### src/rtl/assert_macros.svh
// ----------------------------------------------------------------------------
// Assertion macros
// Shared concurrent assertion wrappers; ASSERT_OFF compiles them away.
// ----------------------------------------------------------------------------
`ifndef ASSERT_MACROS_SVH
`define ASSERT_MACROS_SVH

`ifndef ASSERT_OFF

// Checked on every rising edge, quiet while reset is asserted
`define ASSERT_RST(lbl, clk, rst_n, prop, msg) \
  lbl: assert property (@(posedge clk) disable iff (!(rst_n)) (prop)) \
    else $error(msg);

// Checked on every rising edge, also during reset
`define ASSERT_ALWAYS(lbl, clk, prop, msg) \
  lbl: assert property (@(posedge clk) (prop)) \
    else $error(msg);

`else

`define ASSERT_RST(lbl, clk, rst_n, prop, msg)
`define ASSERT_ALWAYS(lbl, clk, prop, msg)

`endif

`endif

### src/rtl/tbv_pkg.sv
// ----------------------------------------------------------------------------
// tbv_pkg
// Shared constants and types of the token byte validator and sanitizer.
// ----------------------------------------------------------------------------
`timescale 1ns / 1ps

package tbv_pkg;

  // Held whitespace buffer
  localparam int HoldDepth = 32;
  localparam int HoldAw    = (HoldDepth > 1) ? $clog2(HoldDepth) : 1;
  localparam int HoldCntW  = $clog2(HoldDepth + 1);

  // Byte counter saturates one above the largest reported length
  localparam int          CntW   = 17;
  localparam logic [16:0] CntSat = 17'h10000;

  // Configuration register indexes
  localparam int         CfgIdxW    = 3;
  localparam logic [2:0] RegMaxLen  = 3'd0;
  localparam logic [2:0] RegUseList = 3'd1;
  localparam logic [2:0] RegMask0   = 3'd2;
  localparam logic [2:0] RegMask1   = 3'd3;
  localparam logic [2:0] RegMask2   = 3'd4;
  localparam logic [2:0] RegMask3   = 3'd5;

  // Verdict error codes
  localparam logic [1:0] ErrNone    = 2'd0;
  localparam logic [1:0] ErrEmpty   = 2'd1;
  localparam logic [1:0] ErrTooLong = 2'd2;
  localparam logic [1:0] ErrBadChar = 2'd3;

  // Result kinds
  localparam logic KindByte    = 1'b0;
  localparam logic KindVerdict = 1'b1;

  localparam logic [7:0] SubChar    = 8'h3F;  // '?'
  localparam logic [7:0] PrintLow   = 8'h20;
  localparam logic [7:0] PrintHigh  = 8'h7E;
  localparam int         OutDataW   = 56;

  // Classification of one input byte
  typedef struct packed {
    logic       allowed;
    logic       ws;       // sanitized byte is whitespace
    logic [7:0] san;      // sanitized byte
  } check_t;

  function automatic logic is_ws(input logic [7:0] c);
    is_ws = (c == 8'h20) || ((c >= 8'h09) && (c <= 8'h0D));
  endfunction

endpackage

### src/rtl/tbv_char_check.sv
// ----------------------------------------------------------------------------
// tbv_char_check
// Configuration registers and allowed-set test of the incoming byte.
// ----------------------------------------------------------------------------
`timescale 1ns / 1ps

module tbv_char_check (
  input  logic                        clk_i,
  input  logic                        rst_ni,
  input  logic                        cfg_valid_i,
  output logic                        cfg_ready_o,
  input  logic [tbv_pkg::CfgIdxW-1:0] cfg_index_i,
  input  logic [63:0]                 cfg_data_i,
  input  logic [7:0]                  byte_i,
  output logic [15:0]                 max_len_o,
  output tbv_pkg::check_t             check_o
);

  logic [15:0]      max_len_q;
  logic             use_list_q;
  logic [3:0][63:0] mask_q;
  logic             allowed;

  assign cfg_ready_o = 1'b1;

  always_ff @(posedge clk_i or negedge rst_ni) begin
    if (!rst_ni) begin
      max_len_q  <= 16'd256;
      use_list_q <= 1'b0;
      mask_q     <= '0;
    end else if (cfg_valid_i) begin
      case (cfg_index_i)
        tbv_pkg::RegMaxLen:  max_len_q  <= cfg_data_i[15:0];
        tbv_pkg::RegUseList: use_list_q <= cfg_data_i[0];
        tbv_pkg::RegMask0:   mask_q[0]  <= cfg_data_i;
        tbv_pkg::RegMask1:   mask_q[1]  <= cfg_data_i;
        tbv_pkg::RegMask2:   mask_q[2]  <= cfg_data_i;
        tbv_pkg::RegMask3:   mask_q[3]  <= cfg_data_i;
        default: ;
      endcase
    end
  end

  always_comb begin
    if (use_list_q) begin
      allowed = mask_q[byte_i[7:6]][byte_i[5:0]];
    end else begin
      allowed = ((byte_i >= tbv_pkg::PrintLow) && (byte_i <= tbv_pkg::PrintHigh)) ||
                byte_i[7];
    end
  end

  // A substituted byte is never whitespace
  assign check_o.allowed = allowed;
  assign check_o.san     = allowed ? byte_i : tbv_pkg::SubChar;
  assign check_o.ws      = allowed && tbv_pkg::is_ws(byte_i);
  assign max_len_o       = max_len_q;

endmodule

### src/rtl/token_byte_validator_sanitizer.sv
// ----------------------------------------------------------------------------
// token_byte_validator_sanitizer
// Sanitizes token bytes, trims outer whitespace and closes each token with
// a verdict.
//
//   channel  dir  tdata / data                      tuser     tlast
//   s_axis   in   [7:0] data_byte                   has_byte  end_of_token
//   m_axis   out  out_byte .. space_overflow        kind      last_result
//   cfg      in   cfg_index_i, cfg_data_i (64 b)    -         -
//
// A whitespace byte, or a non-whitespace byte with nothing held, is handled
// in idle. A byte that releases held whitespace first emits the N held
// bytes, each one a registered read of the hold RAM and then an output
// load, and then itself. A verdict is emitted from its own state.
// Reset clears all control and token state; the hold RAM is not cleared.
// Output stalls hold the result register and block input.
// ----------------------------------------------------------------------------
`timescale 1ns / 1ps
`include "assert_macros.svh"

module token_byte_validator_sanitizer (
  input  logic                        clk_i,
  input  logic                        rst_ni,
  // input stream
  input  logic                        s_axis_tvalid_i,
  output logic                        s_axis_tready_o,
  input  logic [7:0]                  s_axis_tdata_i,   // [7:0] data_byte
  input  logic                        s_axis_tuser_i,   // [0] has_byte
  input  logic                        s_axis_tlast_i,   // end_of_token
  // result stream
  output logic                        m_axis_tvalid_o,
  input  logic                        m_axis_tready_i,
  // [7:0] out_byte, [8] pass flag, [10:9] error_code, [26:11] error_position,
  // [34:27] bad_byte, [50:35] token_length, [51] space_overflow, [55:52] zero
  output logic [tbv_pkg::OutDataW-1:0] m_axis_tdata_o,
  output logic                        m_axis_tuser_o,   // [0] result_kind
  output logic                        m_axis_tlast_o,   // last_result
  // configuration writes
  input  logic                        cfg_valid_i,
  output logic                        cfg_ready_o,
  input  logic [tbv_pkg::CfgIdxW-1:0] cfg_index_i,
  input  logic [63:0]                 cfg_data_i
);

  localparam logic [1:0] StIdle    = 2'd0;
  localparam logic [1:0] StFlush   = 2'd1;
  localparam logic [1:0] StChar    = 2'd2;
  localparam logic [1:0] StVerdict = 2'd3;

  logic [1:0] state_q, state_d;

  // token state
  logic                         seen_q, seen_d;
  logic [tbv_pkg::HoldCntW-1:0] held_cnt_q, held_cnt_d;
  logic [tbv_pkg::CntW-1:0]     byte_cnt_q, byte_cnt_d;
  logic                         bad_q, bad_d;
  logic [15:0]                  bad_idx_q, bad_idx_d;
  logic [7:0]                   bad_val_q, bad_val_d;
  logic                         ovf_q, ovf_d;

  // release sequencing
  logic [tbv_pkg::HoldCntW-1:0] fl_idx_q, fl_idx_d;
  logic [tbv_pkg::HoldCntW-1:0] fl_cnt_q, fl_cnt_d;
  logic                         rd_vld_q, rd_vld_d;
  logic [7:0]                   pend_byte_q, pend_byte_d;
  logic                         pend_end_q, pend_end_d;

  // hold RAM
  logic [7:0] hold_mem [tbv_pkg::HoldDepth];
  logic [7:0] rd_data_q;
  logic       mem_we;

  // output register
  logic                          out_valid_q, out_valid_d;
  logic                          out_kind_q, out_kind_d;
  logic                          out_last_q, out_last_d;
  logic [tbv_pkg::OutDataW-1:0]  out_data_q, out_data_d;
  logic                          load;

  logic            slot_free;
  logic            in_fire;
  logic [15:0]     max_len;
  tbv_pkg::check_t chk;
  logic [15:0]     cnt_sat;
  logic [1:0]      v_code;
  logic            v_valid;
  logic [15:0]     v_pos;
  logic [7:0]      v_bad;

  tbv_char_check u_check (
    .clk_i       (clk_i),
    .rst_ni      (rst_ni),
    .cfg_valid_i (cfg_valid_i),
    .cfg_ready_o (cfg_ready_o),
    .cfg_index_i (cfg_index_i),
    .cfg_data_i  (cfg_data_i),
    .byte_i      (s_axis_tdata_i),
    .max_len_o   (max_len),
    .check_o     (chk)
  );

  assign slot_free       = !out_valid_q || m_axis_tready_i;
  assign s_axis_tready_o = (state_q == StIdle) && slot_free;
  assign in_fire         = s_axis_tvalid_i && s_axis_tready_o;

  // verdict from the settled token state
  assign cnt_sat = (byte_cnt_q > {1'b0, 16'hFFFF}) ? 16'hFFFF : byte_cnt_q[15:0];

  always_comb begin
    v_valid = 1'b0;
    v_pos   = '0;
    v_bad   = '0;
    if (byte_cnt_q == '0) begin
      v_code = tbv_pkg::ErrEmpty;
    end else if (byte_cnt_q > {1'b0, max_len}) begin
      v_code = tbv_pkg::ErrTooLong;
    end else if (bad_q) begin
      v_code = tbv_pkg::ErrBadChar;
      v_pos  = bad_idx_q;
      v_bad  = bad_val_q;
    end else begin
      v_code  = tbv_pkg::ErrNone;
      v_valid = 1'b1;
    end
  end

  always_comb begin
    state_d     = state_q;
    seen_d      = seen_q;
    held_cnt_d  = held_cnt_q;
    byte_cnt_d  = byte_cnt_q;
    bad_d       = bad_q;
    bad_idx_d   = bad_idx_q;
    bad_val_d   = bad_val_q;
    ovf_d       = ovf_q;
    fl_idx_d    = fl_idx_q;
    fl_cnt_d    = fl_cnt_q;
    rd_vld_d    = rd_vld_q;
    pend_byte_d = pend_byte_q;
    pend_end_d  = pend_end_q;
    mem_we      = 1'b0;
    load        = 1'b0;
    out_kind_d  = out_kind_q;
    out_last_d  = out_last_q;
    out_data_d  = out_data_q;

    case (state_q)
      StIdle: begin
        if (in_fire) begin
          if (s_axis_tuser_i) begin
            if (!chk.allowed && !bad_q) begin
              bad_d     = 1'b1;
              bad_idx_d = cnt_sat;
              bad_val_d = s_axis_tdata_i;
            end
            if (byte_cnt_q < tbv_pkg::CntSat) begin
              byte_cnt_d = byte_cnt_q + 1'b1;
            end
            if (chk.ws) begin
              if (seen_q) begin
                if (held_cnt_q < tbv_pkg::HoldCntW'(tbv_pkg::HoldDepth)) begin
                  mem_we     = 1'b1;
                  held_cnt_d = held_cnt_q + 1'b1;
                end else begin
                  ovf_d = 1'b1;
                end
              end
              if (s_axis_tlast_i) begin
                state_d = StVerdict;
              end
            end else begin
              seen_d      = 1'b1;
              pend_byte_d = chk.san;
              pend_end_d  = s_axis_tlast_i;
              if (held_cnt_q != '0) begin
                fl_idx_d   = '0;
                fl_cnt_d   = held_cnt_q;
                rd_vld_d   = 1'b0;
                held_cnt_d = '0;
                state_d    = StFlush;
              end else begin
                // nothing held: the byte goes straight to the output
                load       = 1'b1;
                out_kind_d = tbv_pkg::KindByte;
                out_last_d = !s_axis_tlast_i;
                out_data_d = {{(tbv_pkg::OutDataW - 8){1'b0}}, chk.san};
                state_d    = s_axis_tlast_i ? StVerdict : StIdle;
              end
            end
          end else if (s_axis_tlast_i) begin
            state_d = StVerdict;
          end
        end
      end
      StFlush: begin
        if (rd_vld_q && slot_free) begin
          load       = 1'b1;
          out_kind_d = tbv_pkg::KindByte;
          out_last_d = 1'b0;
          out_data_d = {{(tbv_pkg::OutDataW - 8){1'b0}}, rd_data_q};
          fl_idx_d   = fl_idx_q + 1'b1;
          rd_vld_d   = 1'b0;
          if (fl_idx_q + 1'b1 == fl_cnt_q) begin
            state_d = StChar;
          end
        end else begin
          rd_vld_d = 1'b1;
        end
      end
      StChar: begin
        if (slot_free) begin
          load       = 1'b1;
          out_kind_d = tbv_pkg::KindByte;
          out_last_d = !pend_end_q;
          out_data_d = {{(tbv_pkg::OutDataW - 8){1'b0}}, pend_byte_q};
          state_d    = pend_end_q ? StVerdict : StIdle;
        end
      end
      StVerdict: begin
        if (slot_free) begin
          load       = 1'b1;
          out_kind_d = tbv_pkg::KindVerdict;
          out_last_d = 1'b1;
          out_data_d = {4'b0, ovf_q, cnt_sat, v_bad, v_pos, v_code, v_valid, 8'h00};
          seen_d     = 1'b0;
          held_cnt_d = '0;
          byte_cnt_d = '0;
          bad_d      = 1'b0;
          bad_idx_d  = '0;
          bad_val_d  = '0;
          ovf_d      = 1'b0;
          state_d    = StIdle;
        end
      end
      default: state_d = StIdle;
    endcase
  end

  always_comb begin
    if (load) begin
      out_valid_d = 1'b1;
    end else if (m_axis_tready_i) begin
      out_valid_d = 1'b0;
    end else begin
      out_valid_d = out_valid_q;
    end
  end

  // Writes happen only in idle and read data is used only while releasing, so
  // no read in use ever overlaps a write of the same entry.
  always_ff @(posedge clk_i) begin
    if (mem_we) begin
      hold_mem[held_cnt_q[tbv_pkg::HoldAw-1:0]] <= chk.san;
    end
    rd_data_q <= hold_mem[fl_idx_q[tbv_pkg::HoldAw-1:0]];
  end

  always_ff @(posedge clk_i or negedge rst_ni) begin
    if (!rst_ni) begin
      state_q     <= StIdle;
      seen_q      <= 1'b0;
      held_cnt_q  <= '0;
      byte_cnt_q  <= '0;
      bad_q       <= 1'b0;
      bad_idx_q   <= '0;
      bad_val_q   <= '0;
      ovf_q       <= 1'b0;
      fl_idx_q    <= '0;
      fl_cnt_q    <= '0;
      rd_vld_q    <= 1'b0;
      pend_end_q  <= 1'b0;
      out_valid_q <= 1'b0;
    end else begin
      state_q     <= state_d;
      seen_q      <= seen_d;
      held_cnt_q  <= held_cnt_d;
      byte_cnt_q  <= byte_cnt_d;
      bad_q       <= bad_d;
      bad_idx_q   <= bad_idx_d;
      bad_val_q   <= bad_val_d;
      ovf_q       <= ovf_d;
      fl_idx_q    <= fl_idx_d;
      fl_cnt_q    <= fl_cnt_d;
      rd_vld_q    <= rd_vld_d;
      pend_end_q  <= pend_end_d;
      out_valid_q <= out_valid_d;
    end
  end

  always_ff @(posedge clk_i) begin
    pend_byte_q <= pend_byte_d;
    out_kind_q  <= out_kind_d;
    out_last_q  <= out_last_d;
    out_data_q  <= out_data_d;
  end

  assign m_axis_tvalid_o = out_valid_q;
  assign m_axis_tdata_o  = out_data_q;
  assign m_axis_tuser_o  = out_kind_q;
  assign m_axis_tlast_o  = out_last_q;

  `ASSERT_RST(a_held_bound, clk_i, rst_ni,
    held_cnt_q <= tbv_pkg::HoldCntW'(tbv_pkg::HoldDepth), "held count beyond buffer")
  `ASSERT_RST(a_flush_range, clk_i, rst_ni,
    (state_q == StFlush) |-> (fl_idx_q < fl_cnt_q), "release index past held run")
  `ASSERT_RST(a_verdict_last, clk_i, rst_ni,
    (out_valid_q && (out_kind_q == tbv_pkg::KindVerdict)) |-> out_last_q,
    "verdict not marked last")
  `ASSERT_RST(a_verdict_clears, clk_i, rst_ni,
    (load && (state_q == StVerdict)) |=> ((byte_cnt_q == '0) && (held_cnt_q == '0) && !seen_q),
    "token state not cleared after verdict")

endmodule
### config.mk
export PLATFORM = sky130hd
export DESIGN_NAME = token_byte_validator_sanitizer
export DESIGN_NICKNAME = d
export VERILOG_FILES = /design/src/rtl/tbv_pkg.sv /design/src/rtl/tbv_char_check.sv /design/src/rtl/token_byte_validator_sanitizer.sv
export VERILOG_INCLUDE_DIRS = /design/src /design/src/rtl
export SDC_FILE = /design/constraint.sdc
export NUM_CORES = 1
export LEC_CHECK = 0
export ABC_CLOCK_PERIOD_IN_PS = 5000
export BUFFER_PORTS_ARGS = -buffer_cell sky130_fd_sc_hd__buf_2
export CORE_ASPECT_RATIO = 0.7
export CORE_MARGIN = 3
export CORE_UTILIZATION = 55
export CTS_CLUSTER_DIAMETER = 100
export CTS_CLUSTER_SIZE = 10
export DETAILED_ROUTE_END_ITERATION = 10
export GPL_TIMING_DRIVEN = 0
export PLACE_DENSITY = 0.88
export RECOVER_POWER = 100
export SYNTH_ARGS = -nofsm -noshare
export SYNTH_HDL_FRONTEND = slang
export SYNTH_HIERARCHICAL = 1
export SYNTH_SLANG_ARGS = --single-unit
### constraint.sdc
create_clock -name clk_i -period 5 [get_ports clk_i]
set_input_delay 0.25 -clock clk_i [delete_from_list [all_inputs] [get_ports clk_i]]
set_output_delay 0.25 -clock clk_i [all_outputs]
set_load 0.005 [all_outputs]
Yosys cells after proc, flatten, opt, wreduce, memory -nomap -nowiden
Memory sizes are Yosys's and may differ from the RTL's. A register that Yosys moved wholly into a read port is not among the register bits. Index checks and enable logic that the tools add are counted.

$lt $le $gt $ge: 10. Eq/ne operators: 27. $add $sub $neg: 3. Mux-type cells: 118. Bitwise logic cells: 1. Reduce and logical (&&, ||, !) cells: 40.

Operators with widths (count): 2-to-1 mux 56 bit (7); case mux 56 bit (4 select lines) (1); binary-select mux 64 bit (select 2 bit) (1); 2-to-1 mux 16 bit (8); 2-to-1 mux 17 bit (4); 2-to-1 mux 6 bit (11); 2-to-1 mux 64 bit (1); 2-to-1 mux 8 bit (8); 2-to-1 mux 1 bit (49); case mux 17 bit (2 select lines) (1); case mux 16 bit (2 select lines) (1); AND reduction 5 bit (6); 2-to-1 mux 2 bit (14); case mux 6 bit (2 select lines) (2); inequality test 2 bit, second input constant (11); AND reduction 7 bit (3); adder 17 x 1 -> 17 bit, second input constant (1); > comparator 17 x 16 -> 1 bit (1); > comparator 17 x 16 -> 1 bit, second input constant (1); zero test 17 bit (1); < comparator 17 bit, second input constant (1); case mux 8 bit (2 select lines) (1); adder 6 x 1 -> 6 bit, second input constant (2); AND reduction 2 bit (6); 33 further kinds (57).

Input bits: 82. Bits in writable memories: 256. Memories: 1. Output and inout port bits: 61. Register bits after elaboration: 406.

Memory list: hold_mem (words 32, bits a word 8, read ports 1, clocked after Yosys merged registers in 1, write ports 1, line token_byte_validator_sanitizer.sv:69) `logic [7:0] hold_mem [tbv_pkg::HoldDepth];`.

Logic depth before layout (Yosys ltp)
Gate-level depths: netlist (run 1).

Depth in word-level cells: 12. Mapped depth: 17. Mapped depth without buffers: 11.

By module
Netlist (run 1), hierarchy kept.

By module, submodules not included: token_byte_validator_sanitizer (cells an instance 997, area an instance 16474.6 µm², times used 1); tbv_char_check (cells an instance 828, area an instance 12746.0 µm², times used 1).

Worst setup path before layout (run 1)
OpenSTA, ideal clock, no wires.

Path kind: input -> register. Start: input port s_axis_tdata_i[7]. End: register out_data_q, in the netlist m_axis_tdata_o[0] (enable). Library setup time: 922 ps. Data arrival time: 4501 ps. Setup slack: -424 ps. Stages: 14. Data required time: 4078 ps. Buffers on the path: 4. Cell sequence: buf_6 -> buf_12 -> buf_6 -> buf_6 -> clkinv_2 -> mux2i_1 -> a221oi_1 -> o21ai_0 -> o311a_1 -> o32a_4 -> nor3_1 -> nor2_1 -> nand2_1 -> o21ai_0.

RTL lines: start: declaration (line token_byte_validator_sanitizer.sv:27) `input logic [7:0] s_axis_tdata_i,`; end signal: assignment (line token_byte_validator_sanitizer.sv:294) `out_data_q <= out_data_d;`; end: declaration (line token_byte_validator_sanitizer.sv:77) `logic [tbv_pkg::OutDataW-1:0] out_data_q, out_data_d;`.

==> run summary, run 1 <==
Layout cell share with drive strength beyond 1 - 0.302
Crit end category - flop
Lkg Pwr - 13.1 nW
Fill cells - 3,465
Violated checks - max-capacitance violations, max-slew violations
Crit path DAT - 5.20 ns
Synth unique cells - 91
Register area share after synthesis - 0.623
Worst R2R Setup Slack - 0.32 ns
CTS root buf - clkbuf_16
Vias per cell - 6.49
Period utilization - 0.992
Die height - 199 microns
Maximum vdd drop - 0.000293 V
Hpwl dp - 49.8 mm
Total CTS buffers - 76
Final WL - 76.8 mm
Starting Density - 0.558
Most frequent CP cell - buf_6
Min-delay worst type - primary input to flop
First-pass GRT wire length - 117 mm
Req. time, crit path - 5.24 ns
Area growth syn-to-layout - 15.2%
GPL Wtd Cong - 0.954
Yosys reg bits - 666
CTS tree - built
Pre-CTS setup slack - -1.04 ns
Post-synth EDFFs - 318
Pre-antenna DRT Iters - 6
Final worst slack - 0.0423 ns
Skew final - 0.0335 ns
Syn avg cell area - 16.0 sq um
Total track usage - 0.279
Run status - finished, violations left
Dominant synthesized flop cell - dfrtp_1
Sequential Area - 18,200 sq um
Die width - 281 microns
Final setup viols - 0
Antenna-violating nets left - 0
Top cells by area, synth - edfxtp_1, dfrtp_1, mux2_2
Mapped cell area - 29,200 sq um
Hold Slack - 0.0347 ns
H-tree lvl count - 3
CORE AREA - 52,400 sq um
Fmax - 202 MHz
Footprint of the multi-input gates - 10,300 sq um
Total die area - 56,000 sq um
WP buf/inv - 6
Port-buffer cells - 136
Maxcap violations - 6
Syn. warnings - 6
Skew-Pair Late Insertion Delay - 0.62 ns
RSZ-0062 raised after global routing - no
Row Count - 70
Synthesized netlist cell count - 1,825
Drt wl/cell - 27.0 microns
Crit Path Category - primary input to flop
Slew @ Worst Pin - 3.18 ns
Top Family by Delay on Critical Path - simple AND/OR/NAND/NOR gates
Final Max Slew Viols - 342
Worst path cell trace - buf_2 -> buf_6 -> buf_12 -> buf_6 -> buf_6 -> clkinv_2 -> mux2i_1 -> a221oi_1 -> o21ai_0 -> o311a_1 -> o32a_4 -> nor3_2 -> nand2_1 -> nor3_2 -> nand2_1 -> nor2_2
Power density cells - 472 nW/um^2
Top cell type's share of synthesized area - 0.327
Critical Path Max Stage Delay - 0.64 ns
Initial antenna violation count - 3
Slowest-stage cell, CP - nor2_2
CP startpoint kind - primary input
Endpoints failing hold - 0
Max clock buf depth - 3
Layout net count - 2,223
Overall power - 15.9 mW
GRT overflow - 0
Max_slew headroom - -1.12
Largest net degree at the start of global routing - 134
Vias in the first global route - 19,200
Tmin final - 4.96 ns
Sink Count - 666
First DRT Iteration DRCs - 2,537
Largest area contributor in the netlist - edfxtp_1
Core Util, Final - 0.643
Reg clk slew, reported paths - 0.06 ns
Fraction of registers with async set/reset - 0.511
Max FO, Critical Path - 10
Io pins - 143
Via count - 18,500
DRC violations left - 0
Post-CTS Setup Repair Bufs - 0
==> where the power goes <==
group,switching (mW),internal (mW),total [mW],leakage [nW]
Sequential,0.446,6.75,7.20,7.13
Clock,2.13,2.87,4.99,1.03
Combinational,1.97,1.74,3.72,4.97
==> cell type report <==
type | instances | area share
clock buffers | 116 | 0.0609
well taps | 684 | 0.0254
clock inverters | 6 | 0.00275
multi-input cells | 1018 | 0.305
inverters | 35 | 0.00394
plain buffers | 109 | 0.0198
diodes | 1 | 0.0000743
flip-flops and latches | 666 | 0.541
repair buffers | 211 | 0.0412
==> kinds of logic after synthesis <==
logic type | share of synthesized area
buf+inv | 0.0276
fa+ha+maj | 0.0103
compound gates | 0.0399
flops | 0.623
other cells | 0.000257
xor+xnor | 0.00480
mux | 0.234
simple gates | 0.0601
==> layout by cell type, fill, tap and decap left out, types with 49 or more instances in the layout <==
master,netlist,routed
buf_2,10,102
clkbuf_1,63,152
clkbuf_16,0,76
dfrtp_1,339,339
dlygate4sd3_1,0,69
edfxtp_1,318,318
mux2_2,292,284
mux2i_1,54,54
mux4_2,92,92
nand2_1,83,83
nor2_1,81,49
==> worst register-to-register path, cell delays in order (launching register included) <==
cell	delay [ns]
dfrtp_1	0.38
mux4_2	0.48
mux2i_1	0.41
o22ai_1	0.13
nor4_1	0.32
a22o_2	0.21
o32a_4	0.24
or2_0	1.67
mux2i_1	0.36
o21ai_0	0.30
==> synth_stat cells, drive strengths merged (9+ instances only) <==
master / instances
and3: 14
buf: 45
nor3b: 29
edfxtp: 318
o21ai: 40
a211o: 10
mux2i: 54
a21oi: 18
clkbuf: 64
nand2b: 10
mux4: 125
dfrtp: 339
a22o: 15
nand2: 83
nor4: 14
ha: 24
inv: 33
mux2: 297
nor2b: 10
nand3: 36
xnor2: 14
a31oi: 9
o21a: 10
nor3: 17
nor2: 83
==> sequential cells by signal, summed over array words and instances (netlist names) <==
| name | flops |
|---|---|
| held_cnt_q | 6 |
| bad_q | 1 |
| rd_data_q | 8 |
| fl_idx_q | 6 |
| rd_vld_q | 1 |
| m_axis_tuser_o | 1 |
| bad_idx_q | 16 |
| fl_cnt_q | 6 |
| m_axis_tdata_o | 52 |
| u_check/mask_q | 256 |
| m_axis_tlast_o | 1 |
| m_axis_tvalid_o | 1 |
| pend_byte_q | 8 |
| u_check/max_len_o | 16 |
| u_check/use_list_q | 1 |
| bad_val_q | 8 |
| ovf_q | 1 |
| seen_q | 1 |
| hold_mem | 256 |
| byte_cnt_q | 17 |
| state_q | 2 |
| pend_end_q | 1 |
==> final timing paths <==
| check | to | start | cells past startpoint |
|---|---|---|---|
| worst max-delay path | hold_mem[0][7] | s_axis_tdata_i[7] | 16 |
| worst min-delay path | bad_val_q[0] | s_axis_tdata_i[0] | 3 |
| worst max register to register | m_axis_tdata_o[4] | u_check/mask_q[201] | 9 |
| worst min register to register | u_check/mask_q[136] | u_check/mask_q[136] | 1 |
| max in group asynchronous | fl_idx_q[3] | rst_ni | 4 |
| min in group asynchronous | u_check/mask_q[105] | rst_ni | 2 |
==> through the flow <==
stage | instance area [sq um] | TNS [ns] | std cells
3_5_place_dp | 30900 | -250.22 | 2654
2_1_floorplan | 29200 | 0 | 1828
4_1_cts | 33800 | -9.43 | 2845
5_1_grt | 33700 | 0 | 2846
3_3_place_gp | 30800 | -1042.23 | 2648
6_report | 33700 | 0 | 2846
==> layer usage <==
metal | vias up | GRT usage | share of wire
met5 | - | 0 | 0.00039
met4 | 4 | 0.0867 | 0.030
met3 | 207 | 0.0751 | 0.11
met2 | 1252 | 0.432 | 0.46
met1 | 9424 | 0.393 | 0.40
li1 | 7584 | - | -
==> timing repair <==
item                                    4_1_cts  5_1_grt
hold buffers                                 69        0
endpoints found under the setup margin      256      256
gates resized for setup                      15       19
endpoints found under the hold margin       396        0
Note: power is estimated with default switching activity, not from simulation.
==> inputs of run 2 (changes only) <==
- CORE_ASPECT_RATIO: 0.7 -> 1.2
==> run 2 against run 1 <==
Compared with the run above: the run still ends with max-capacitance violations, max-slew violations left; critical path depth unchanged; combinational power decreased by 1%; sequential share of layout area down 0.16 points; register-to-register slack lost 0.02 ns; global-route usage fell by 0.96 points; hold slack improved by 0.12 ns; clock power increased by 1%; final cell count increased by 0.46%; sequential power about the same; first-iteration DRC count fell by 27%; critical path type unchanged; critical endpoint is now hold_mem[14][4].
==> run summary, run 2 (synthesis gave the netlist of run 1 again) <==
CP startpoint kind - primary input
Via count - 18,300
Post-CTS Setup Repair Bufs - 0
Fmax - 209 MHz
Die width - 216 microns
CTS tree - built
Pre-CTS setup slack - -0.929 ns
Maxcap violations - 6
Skew-Pair Late Insertion Delay - 0.63 ns
Hpwl dp - 48.3 mm
Int Power - 11.4 mW
First DRT Iteration DRCs - 1,849
Endpoints failing hold - 0
Antenna-violating nets left - 0
Final WL - 75.3 mm
Reg power frac - 0.451
Hold Slack - 0.151 ns
Vias in the first global route - 19,600
Io pins - 143
Clock power share - 0.317
CORE AREA - 51,900 sq um
Tmin final - 4.78 ns
Final Max Slew Viols - 226
Period utilization - 0.957
H-tree lvl count - 3
Sink Count - 666
Switching share of power - 0.283
Top Family by Delay on Critical Path - simple AND/OR/NAND/NOR gates
Final setup viols - 0
WP buf/inv - 6
Switching power - 4.50 mW
Slowest-stage cell, CP - nor2_1
GRT overflow - 0
Slew @ Worst Pin - 2.17 ns
Beginning of the critical path - s_axis_tdata_i[7]
CTS root buf - clkbuf_16
Maximum vdd drop - 0.000346 V
Violated checks - max-capacitance violations, max-slew violations
Total track usage - 0.270
Core Util, Final - 0.651
Run status - finished, violations left
Req. time, crit path - 5.23 ns
Reg clk slew, reported paths - 0.06 ns
FF-to-FF Start - u_check/mask_q[226]
Area growth syn-to-layout - 15.6%
Largest net degree at the start of global routing - 123
Starting Density - 0.563
Layout net count - 2,229
Max_slew headroom - -0.450
Layout cell share with drive strength beyond 1 - 0.300
Lkg Pwr - 13.2 nW
Drt wl/cell - 26.3 microns
Worst path cell trace - clkbuf_1 -> buf_6 -> buf_12 -> buf_6 -> buf_6 -> clkinv_2 -> mux2i_1 -> a221oi_1 -> o21ai_0 -> o311a_1 -> o32a_4 -> nor3_2 -> nand2_1 -> nor3_2 -> nand2_2 -> nor2_1
GPL Wtd Cong - 0.873
Vias per cell - 6.40
Port-buffer cells - 136
Initial antenna violation count - 3
Skew final - 0.0263 ns
Min-delay worst type - primary input to flop
Most frequent cells in the layout - dfrtp_1, edfxtp_1, mux2_2
First-pass GRT wire length - 116 mm
Total CTS buffers - 76
Comb pwr share - 0.231
Final worst slack - 0.215 ns
Most common cell after layout, fill and taps aside - dfrtp_1
Die height - 258 microns
RSZ-0062 raised after global routing - no
Max clock buf depth - 3
Max FO, Critical Path - 10
Crit end category - flop
Min-delay src - s_axis_tuser_i
Crit path DAT - 5.02 ns
Row Count - 91
Total die area - 55,900 sq um
Pre-antenna DRT Iters - 6
Most frequent CP cell - buf_6
Power density cells - 471 nW/um^2
Crit Path Category - primary input to flop
DRC violations left - 0
Critical Path Max Stage Delay - 0.82 ns
-- run 2: metrics by stage --
| stage | TNS (ns) | instances | cell area (sq um) | power [mW] |
|---|---|---|---|---|
| after floorplan | 0 | 1828 | 29200 | 9.53 |
| after global placement | -996.29 | 2661 | 30800 | 10.5 |
| after detailed placement | -207.02 | 2668 | 31000 | 10.8 |
| after CTS | -0.380 | 2856 | 33900 | 15.9 |
| after global routing | 0 | 2858 | 33800 | 16.5 |
| final | 0 | 2859 | 33800 | 15.9 |
-- run 2: layout make-up --
| class | count | area [sq um] |
|---|---|---|
| diodes | 3 | 7.51 |
| plain buffers | 109 | 667 |
| clock buffers | 107 | 2040 |
| clock inverters | 7 | 131 |
| fillers | 3404 | 18100 |
| inverters | 35 | 133 |
| multi-input cells | 1018 | 10200 |
| flip-flops and latches | 666 | 18200 |
| well taps | 697 | 872 |
| repair buffers | 217 | 1460 |
-- run 2: power groups by stage --
stage	clock (mW)	sequential, mW	combinational, mW
detailed placement	0	7.22	3.58
global placement	0	7.18	3.35
finish	5.05	7.17	3.68
floorplan	0	7.14	2.39
CTS	5.06	7.14	3.71
global route	5.30	7.24	3.92
-- run 2: worst paths after layout --
| check | to | slack, ns | cells after the start |
|---|---|---|---|
| worst max-delay path | hold_mem[14][4] | 0.22 | 16 |
| max in group asynchronous | u_check/mask_q[249] | 0.86 | 5 |
| worst max register to register | hold_mem[14][4] | 0.30 | 11 |
| worst min-delay path | held_cnt_q[4] | 0.15 | 4 |
| worst min register to register | u_check/mask_q[101] | 0.50 | 1 |
| min in group asynchronous | bad_idx_q[12] | 0.61 | 2 |
-- run 2: timing repair --
action / in CTS / in global routing
hold endpoints to repair: 407 / 0
hold buffers: 74 / 0
endpoints found under the setup margin: 256 / 256
gates resized for setup: 3 / 32
-- run 2: tightest hold or removal path, delay by kind of cell --
kind	cells	cell delay, ns
buffers and inverters	1	0.13
AND/OR/NAND/NOR	2	0.27
AO/OA/AOI/OAI	1	0.08
-- run 2: routing by layer --
layer,global-route usage,share of wire,vias to the layer above
met3,0.0469,0.075,238
met1,0.328,0.36,9437
li1,-,-,7587
met2,0.473,0.52,1043
met4,0.124,0.045,0
met5,0,0,-
==> inputs of run 3 (changes only) <==
- CORE_UTILIZATION: 55 -> 58
- CTS_BUF_LIST: default -> sky130_fd_sc_hd__clkbuf_4
- PLACE_DENSITY: 0.88 -> 0.91
==> run 3 against run 2 <==
Compared with the run above: the flow still finishes with violations (max-capacitance violations, max-slew violations); maximum frequency fell by 1.6%; sequential share of layout area rose by 2.2 points; clock-buffer cell count fell by 2; die area fell by 5.0%; routed wire length fell by 2.3%; clock power fell by 45%; utilization rose by 0.63 points; final cell count fell by 1.8%; worst setup slack got worse by 0.076 ns; sequential power barely moved; critical endpoint is now hold_mem[18][1]; largest cell class unchanged.
==> run summary, run 3 (synthesis gave the netlist of run 1 again) <==
CTS tree - built
Slowest-stage cell, CP - nor2_1
Via count - 18,200
R2r worst-path depth - 11
Vias per cell - 6.48
Port-buffer cells - 136
Row Count - 89
Max_slew headroom - -0.899
Layout net count - 2,238
Min-delay worst type - primary input to flop
Total track usage - 0.276
Layout cell share with drive strength beyond 1 - 0.311
CP startpoint kind - primary input
Slew @ Worst Pin - 2.85 ns
GPL Wtd Cong - 0.934
RSZ-0062 raised after global routing - no
Post-route non-filler standard cell count - 2,807
Lkg Pwr - 12.7 nW
Final WL - 73.5 mm
Crit end category - flop
GRT overflow - 0
GR Layer Usage met3 - 0.0527
GR peak layer - met2
WHS Path Cells - 4
Vias in the first global route - 19,300
Most frequent cells in the layout - dfrtp_1, edfxtp_1, mux2_2
Met1 GRT Util - 0.342
Crit Path Category - primary input to flop
Largest net degree at the start of global routing - 122
CTS root buf - clkbuf_4
Fmax - 206 MHz
Final Max Slew Viols - 311
Maxcap violations - 5
CORE AREA - 49,400 sq um
Critical Path Max Stage Delay - 0.71 ns
Reg clk slew, reported paths - 0.10 ns
Io pins - 143
Total die area - 53,100 sq um
Run status - finished, violations left
Skew final - 0.0859 ns
Most common cell after layout, fill and taps aside - dfrtp_1
Fill cells - 3,213
Period utilization - 0.972
Skew-Pair Late Insertion Delay - 0.89 ns
First DRT Iteration DRCs - 2,005
First-pass GRT wire length - 112 mm
Pre-antenna DRT Iters - 8
DRC violations left - 0
Hpwl dp - 48.6 mm
Drt wl/cell - 26.2 microns
Total CTS buffers - 76
Violated checks - max-capacitance violations, max-slew violations
Antenna-violating nets left - 0
Placed insts - 2,608
Tmin final - 4.86 ns
Area growth syn-to-layout - 11.1%
Post-Route Setup TNS - 0 ns
Starting Density - 0.591
Maximum vdd drop - 0.000298 V
Max FO, Critical Path - 10
Footprint of the multi-input gates - 10,200 sq um
H-tree lvl count - 3
Initial antenna violation count - 3
Power density cells - 419 nW/um^2
Worst path cell trace - dlygate4sd3_1 -> buf_2 -> buf_6 -> buf_6 -> nor3b_2 -> a221oi_1 -> o211a_1 -> a211oi_1 -> o41ai_2 -> o32a_4 -> nor3_2 -> nand2_1 -> nor3_2 -> nand2_1 -> nor2_1
Die width - 211 microns
Final setup viols - 0
Sink Count - 666
Req. time, crit path - 5.51 ns
Endpoints failing hold - 0
Crit path DAT - 5.37 ns
Sequential Area - 18,200 sq um
Die height - 252 microns
GR Util met2 - 0.470
Max clock buf depth - 3
[run 3: layer usage]
layer	up-vias	wire [microns]
li1	7614	-
met1	9212	26200
met2	1084	37500
met3	278	5990
met4	2	3750
met5	-	12
[run 3: path summary, 6_finish.rpt]
kind                                          start             endpoint  slack (ns)
worst min-delay path              s_axis_tdata_i[7]         bad_val_q[7]        0.21
worst min register to register  u_check/mask_q[240]  u_check/mask_q[240]        0.51
min in group asynchronous                    rst_ni          fl_idx_q[4]        0.86
worst max-delay path              s_axis_tdata_i[6]      hold_mem[18][1]        0.14
worst max register to register  u_check/mask_q[144]      hold_mem[18][1]        0.28
max in group asynchronous                    rst_ni   u_check/mask_q[34]        0.69
[run 3: area by class of cell]
type	instances	share of cell area
plain buffers	109	0.0205
diodes	3	0.000231
clock inverters	8	0.00254
clock buffers	105	0.0243
multi-input cells	1018	0.316
well taps	637	0.0245
inverters	35	0.00408
flip-flops and latches	666	0.561
repair buffers	226	0.0473
[run 3: report_power, final]
| part | switching, mW | total, mW | internal, mW |
|---|---|---|---|
| Clock | 1.78 | 2.80 | 1.02 |
| Combinational | 1.91 | 3.67 | 1.76 |
| Sequential | 0.419 | 7.15 | 6.73 |
[run 3: worst max-delay path: cells and delay by family]
kind | cells | cell delay (ns)
and+or+nand+nor | 6 | 2.72
AOI/OAI and AO/OA | 5 | 1.14
buffers and inverters | 4 | 1.22
[run 3: what timing repair did]
action | in CTS | in global routing
buffers inserted | 0 | 0
hold buffers | 83 | 0
gates resized for setup | 2 | 33
endpoints found under the setup margin | 256 | 256
endpoints found under the hold margin | 421 | 0
[run 3: per-stage QoR]
step	hold WS (ns)	cell area, sq um	setup WS [ns]	total power, mW	utilization
2_1_floorplan	-0.0456	29200	0.0812	9.53	-
3_3_place_gp	0.478	30700	-2.25	10.5	0.621
3_5_place_dp	0.0988	30900	-0.766	10.8	0.625
4_1_cts	0.00949	32600	0.00305	13.6	0.659
5_1_grt	0.183	32500	0.0560	14.2	0.657
6_report	0.211	32500	0.139	13.6	0.657
